**config.mk**
```make
export PLATFORM = sky130hd
export DESIGN_NAME = qvr_round
export DESIGN_NICKNAME = d
export VERILOG_FILES = /design/src/hdl/qvr_pkg.sv /design/src/hdl/qvr_round.sv
export SDC_FILE = /design/constraint.sdc
export NUM_CORES = 1
export LEC_CHECK = 0
export BUFFER_PORTS_ARGS = -buffer_cell sky130_fd_sc_hd__buf_4
export CAP_MARGIN = 20
export CORE_AREA = 2 2 82 84
export DETAILED_ROUTE_END_ITERATION = 8
export DIE_AREA = 0 0 84 86
export MAX_ROUTING_LAYER = met4
export PLACE_DENSITY = 0.79
export SYNTH_ARGS = -nofsm -noshare
export SYNTH_HDL_FRONTEND = slang
export SYNTH_SLANG_ARGS = --single-unit
```
**constraint.sdc**
```tcl
create_clock -name clk_i -period 3.5 [get_ports clk_i]
set_input_delay 0.175 -clock clk_i [delete_from_list [all_inputs] [get_ports clk_i]]
set_output_delay 0.175 -clock clk_i [all_outputs]
set_load 0.05 [all_outputs]
```
**src/hdl/qvr_pkg.sv**
```systemverilog
// Package with widths, constants, payload types and arithmetic helpers of the rotator.
`default_nettype none

package qvr_pkg;

  localparam int unsigned DATA_W  = 16;              // quaternion, vector and result fields
  localparam int unsigned PROD_W  = 32;              // pairwise quaternion product
  localparam int unsigned TERM_W  = 33;              // matrix term before the factor two
  localparam int unsigned MUL_W   = 49;              // vector component times matrix term
  localparam int unsigned SUM_W   = 52;              // row sum with rounding bias
  localparam int unsigned FRAC_SH = 27;              // result scale is 2^27
  localparam int unsigned RND_W   = SUM_W - FRAC_SH; // rounded row sum

  localparam logic signed [TERM_W-1:0] HALF_Q28   = TERM_W'(134217728);
  localparam logic signed [SUM_W-1:0]  ROUND_BIAS = SUM_W'(67108864);
  localparam logic signed [RND_W-1:0]  RND_MAX    = RND_W'(32767);
  localparam logic signed [RND_W-1:0]  RND_MIN    = RND_W'(-32768);
  localparam logic signed [DATA_W-1:0] OUT_MAX    = DATA_W'(32767);
  localparam logic signed [DATA_W-1:0] OUT_MIN    = DATA_W'(-32768);

  typedef struct packed {
    logic                     mode;
    logic signed [DATA_W-1:0] quat_w;
    logic signed [DATA_W-1:0] quat_x;
    logic signed [DATA_W-1:0] quat_y;
    logic signed [DATA_W-1:0] quat_z;
    logic signed [DATA_W-1:0] vec_x;
    logic signed [DATA_W-1:0] vec_y;
    logic signed [DATA_W-1:0] vec_z;
  } qvr_in_t;

  typedef struct packed {
    logic                     mode;
    logic signed [PROD_W-1:0] wx;
    logic signed [PROD_W-1:0] wy;
    logic signed [PROD_W-1:0] wz;
    logic signed [PROD_W-1:0] xx;
    logic signed [PROD_W-1:0] xy;
    logic signed [PROD_W-1:0] xz;
    logic signed [PROD_W-1:0] yy;
    logic signed [PROD_W-1:0] yz;
    logic signed [PROD_W-1:0] zz;
    logic signed [DATA_W-1:0] vec_x;
    logic signed [DATA_W-1:0] vec_y;
    logic signed [DATA_W-1:0] vec_z;
  } qvr_prod_t;

  typedef struct packed {
    logic signed [TERM_W-1:0] m00;
    logic signed [TERM_W-1:0] m01;
    logic signed [TERM_W-1:0] m02;
    logic signed [TERM_W-1:0] m10;
    logic signed [TERM_W-1:0] m11;
    logic signed [TERM_W-1:0] m12;
    logic signed [TERM_W-1:0] m20;
    logic signed [TERM_W-1:0] m21;
    logic signed [TERM_W-1:0] m22;
    logic signed [DATA_W-1:0] vec_x;
    logic signed [DATA_W-1:0] vec_y;
    logic signed [DATA_W-1:0] vec_z;
  } qvr_term_t;

  typedef struct packed {
    logic signed [SUM_W-1:0] sx;
    logic signed [SUM_W-1:0] sy;
    logic signed [SUM_W-1:0] sz;
  } qvr_sum_t;

  typedef struct packed {
    logic signed [DATA_W-1:0] out_x;
    logic signed [DATA_W-1:0] out_y;
    logic signed [DATA_W-1:0] out_z;
    logic                     saturated;
  } qvr_out_t;

  function automatic logic signed [PROD_W-1:0] mul_qq(logic signed [DATA_W-1:0] a,
                                                      logic signed [DATA_W-1:0] b);
    logic signed [PROD_W-1:0] ae;
    logic signed [PROD_W-1:0] be;
    ae = PROD_W'(a);
    be = PROD_W'(b);
    return ae * be;
  endfunction

  function automatic logic signed [TERM_W-1:0] ext_p(logic signed [PROD_W-1:0] p);
    return TERM_W'(p);
  endfunction

  function automatic logic signed [MUL_W-1:0] mul_vt(logic signed [DATA_W-1:0] v,
                                                     logic signed [TERM_W-1:0] t);
    logic signed [MUL_W-1:0] ve;
    logic signed [MUL_W-1:0] te;
    ve = MUL_W'(v);
    te = MUL_W'(t);
    return ve * te;
  endfunction

  function automatic logic signed [SUM_W-1:0] ext_m(logic signed [MUL_W-1:0] m);
    return SUM_W'(m);
  endfunction

endpackage

`default_nettype wire

```
**src/hdl/qvr_round.sv**
```systemverilog
// Fifth stage: scale down, round and saturate each row into the output register.
`default_nettype none

module qvr_round (
  input  wire logic              clk_i,
  input  wire logic              rst_ni,
  input  wire logic              valid_i,
  output logic                   ready_o,
  input  wire qvr_pkg::qvr_sum_t data_i,
  output logic                   valid_o,
  input  wire logic              ready_i,
  output qvr_pkg::qvr_out_t      data_o
);
  import qvr_pkg::*;

  logic     valid_q;
  qvr_out_t data_d;
  qvr_out_t data_q;
  logic     sat_x;
  logic     sat_y;
  logic     sat_z;

  // The sum already carries the half-step bias, so an arithmetic shift gives
  // round to nearest with ties toward plus infinity.
  function automatic logic [DATA_W:0] round_sat(logic signed [SUM_W-1:0] s);
    logic signed [RND_W-1:0] r;
    r = RND_W'(s >>> FRAC_SH);
    if (r > RND_MAX) begin
      return {1'b1, OUT_MAX};
    end else if (r < RND_MIN) begin
      return {1'b1, OUT_MIN};
    end
    return {1'b0, r[DATA_W-1:0]};
  endfunction

  assign ready_o = !valid_q || ready_i;

  always_comb begin
    {sat_x, data_d.out_x} = round_sat(data_i.sx);
    {sat_y, data_d.out_y} = round_sat(data_i.sy);
    {sat_z, data_d.out_z} = round_sat(data_i.sz);
    data_d.saturated      = sat_x || sat_y || sat_z;
  end

  always_ff @(posedge clk_i or negedge rst_ni) begin
    if (!rst_ni) begin
      valid_q <= 1'b0;
    end else if (ready_o) begin
      valid_q <= valid_i;
    end
  end

  always_ff @(posedge clk_i) begin
    if (valid_i && ready_o) begin
      data_q <= data_d;
    end
  end

  assign valid_o = valid_q;
  assign data_o  = data_q;

endmodule

`default_nettype wire

```
==> flow_summary_export.csv <==
group,metric,value,unit
run_status,status,"finished, final reports clean",
clock_tree,cts_tree,"built",
timing,max_freq,0.7090,GHz
synthesis,synth_top_area_cell,"edfxtp_1",
synthesis,ys_ff_latch,50,
timing,post-route-period-util,40.30,%
route,drc,0,
clock_tree,cts-root-buf,"clkbuf_8",
die,dieArea,7224,µm²
synthesis,syn_inst,154,
clock_tree,clock_sinks,50,
place,gp_congestion,0.6983,
synthesis,ys_top_cells_by_area,"edfxtp_1 (69%), nor2_1 (6.0%), a21o_1 (5.3%), o21a_1 (5.3%), buf_6 (2.1%)",
route,wl,5296,µm
clock_tree,worstSkewPairLatency,0.30,ns
synthesis,yosys_warnings,0,
die,die_h,86,µm
setup_path,cp.arrival,1.40,ns
die,initial_core_util,34.06,%
timing,worst_slew_pin_slew,0.7604,ns
setup_path,critPathKind,"reg -> reg",
layout,fillers,590,
power_and_ir_drop,ir_drop,0.2099,mV
grt,grtUsageMet1,18.36,%
grt,grtUsageTotal,14.91,%
synthesis,yosys.cell_types.count,21,
route,via_count,1703,
route,wl_per_cell,14.67,µm
grt,grt_pass1_wl,8038,µm
timing,slew_violations,0,
setup_path,critPathLaunchType,"register",
setup_path,critPathCaptureType,"register",
die,rows,29,
route,vias_per_cell,4.717,
clock_tree,htreeDepth,2,
layout,diodes,0,
grt,grt_util_met2,23.85,%
setup_path,crit_path_max_fanout,42,
layout,final_cells,361,
synthesis,synth.most_common_cell,"edfxtp_1",
power_and_ir_drop,powerDensity,421.7,nW/µm²
synthesis,syn-num-nets,314,
clock_tree,cts_resized,0,
die,pin_count,211,
synthesis,syn-cell-area,2138,µm²
layout,drive_gt1_share,51.41,%
synthesis,yosys_most_used_dff,"edfxtp_1",
worst_hold_path,hold_class,"in -> reg",
layout,seqCellArea,1496,µm²
timing,finalHoldViolations,0,
synthesis,avgSynthCellArea,13.89,µm²
die,die_w,84,µm
grt,grt_max_degree,50,
synthesis,synthArstFlopShare,2.000,%
flow_run,cap_violations,0,
timing,fin_worst_skew,0.005548,ns
synthesis,synth-edff-count,49,
clock_tree,cts_setup_buffers,0,
route,first_iter_violations,68,
power_and_ir_drop,p_leak,1.381,nW
clock_tree,clockBufferDepth,2,
place,port_buffers,129,
route,drtPass1Iterations,4,
timing,finalSetupViolCount,0,
layout,multiInputGateArea,575.6,µm²
die,core,6277,µm²
timing,fin_crit,1.410,ns
place,post_dp_cell_area,3137,µm²
route,ant_nets,0,
grt,grt_overflow,0,
grt,grt_use_met3,4.620,%
layout,fin_area,3257,µm²
synthesis,synth_top_cells_by_count,"edfxtp_1 (49), nor2_1 (34), a21o_1 (15), o21a_1 (15), nand3_1 (8)",
clock_tree,path_clk_slew,0.09,ns
timing,fin_tns_setup,0,ns
synthesis,synth.top_cell.area_share,68.81,%
setup_path,worstPathRequired,3.49,ns
synthesis,ys_seq_area_share,69.98,%
layout,nets,443,
place,dp_hpwl,4047,µm
place,placedCellCount,351,
grt,grt_pass1_vias,1688,
grt,busiest_layer,"met2",
timing,slew_headroom,49.15,%
timing,rsz0062_at_grt,"no",
clock_tree,numCtsBuffers,5,
layout,syn_to_final_growth,52.31,%
grt,antenna_found_initial,0,
==> metal layers <==
layer | wire, µm | part of all wire, %
met1 | 2245 | 42
met2 | 2506 | 47
met3 | 477 | 9.0
met4 | 68 | 1.3
met5 | 0 | 0
==> timing repair <==
| action | CTS | global route |
|---|---|---|
| hold endpoints to repair | 1 | 0 |
| hold buffers | 1 | 0 |
| endpoints found under the setup margin | 0 | 0 |
==> metrics by stage <==
stage	hold slack, ns	util [%]	worst slack, ns	power [mW]
5_1_grt	0.05359	51.88	2.009	1.428
3_3_place_gp	-0.04782	49.97	1.717	1.041
2_1_floorplan	-0.1206	-	0.7730	0.9108
4_1_cts	0.05241	51.56	1.620	1.389
6_report	0.06723	51.88	2.090	1.373
3_5_place_dp	-0.04716	49.97	1.644	1.049
==> placed cells by master, fill, tap and decap left out, drive strengths merged <==
cell type / count
buf: 130
edfxtp: 49
nor2: 34
a21o: 15
o21a: 15
nand3: 8
clkbuf: 5
nor3: 3
a31oi: 3
nand4: 3
nor4: 3
and4: 2
o21ai: 2
nand2b: 2
o22ai: 2
clkinv: 2
nand2: 1
o31a: 1
and2: 1
clkinvlp: 1
dlygate4sd3: 1
dfrtp: 1
==> area by class of cell <==
cell class / count / share of cell area (%)
sequential: 50 / 45.95
multi-input combinational: 95 / 17.67
timing repair buffer: 131 / 30.66
clock buffer: 5 / 2.113
clock inverter: 3 / 0.6531
tap: 77 / 2.958
==> logic make-up after synthesis <==
group,after synthesis,share of synthesized area [%]
AO/OA/AOI/OAI,38,14.10
buffers and inverters,9,3.160
flip-flops,50,69.98
AND/OR/NAND/NOR,57,12.76
==> path summary, 6_finish.rpt <==
| path | from | end | slack [ns] | cells past startpoint |
|---|---|---|---|---|
| worst max-delay path | valid_o$_DFFE_PN0N_ | data_o[13]$_DFFE_PP_ | 2.09 | 3 |
| worst min-delay path | valid_i | valid_o$_DFFE_PN0N_ | 0.07 | 2 |
| worst max register to register | valid_o$_DFFE_PN0N_ | data_o[13]$_DFFE_PP_ | 2.09 | 3 |
| worst min register to register | valid_o$_DFFE_PN0N_ | valid_o$_DFFE_PN0N_ | 0.56 | 2 |
| max in group asynchronous | rst_ni | valid_o$_DFFE_PN0N_ | 3.25 | 2 |
| min in group asynchronous | rst_ni | valid_o$_DFFE_PN0N_ | 0.17 | 2 |
==> worst max-delay path, cell delays in order (launching register included) <==
cell and delay [ns]:
dfrtp_1 0.39, nand2b_1 0.11, and2_2 0.30, buf_12 0.27
==> registers in the layout (all words and copies together) (netlist names) <==
| register | count |
|---|---|
| data_o | 49 |
| valid_o | 1 |
==> power breakdown <==
part / internal [mW] / switching, mW / total [mW]
clock: 0.141 / 0.199 / 0.339
sequential: 0.701 / 0.00988 / 0.711
combinational: 0.125 / 0.199 / 0.323
total: 0.966 / 0.407 / 1.37
Note: power is estimated with default switching activity, not from simulation.
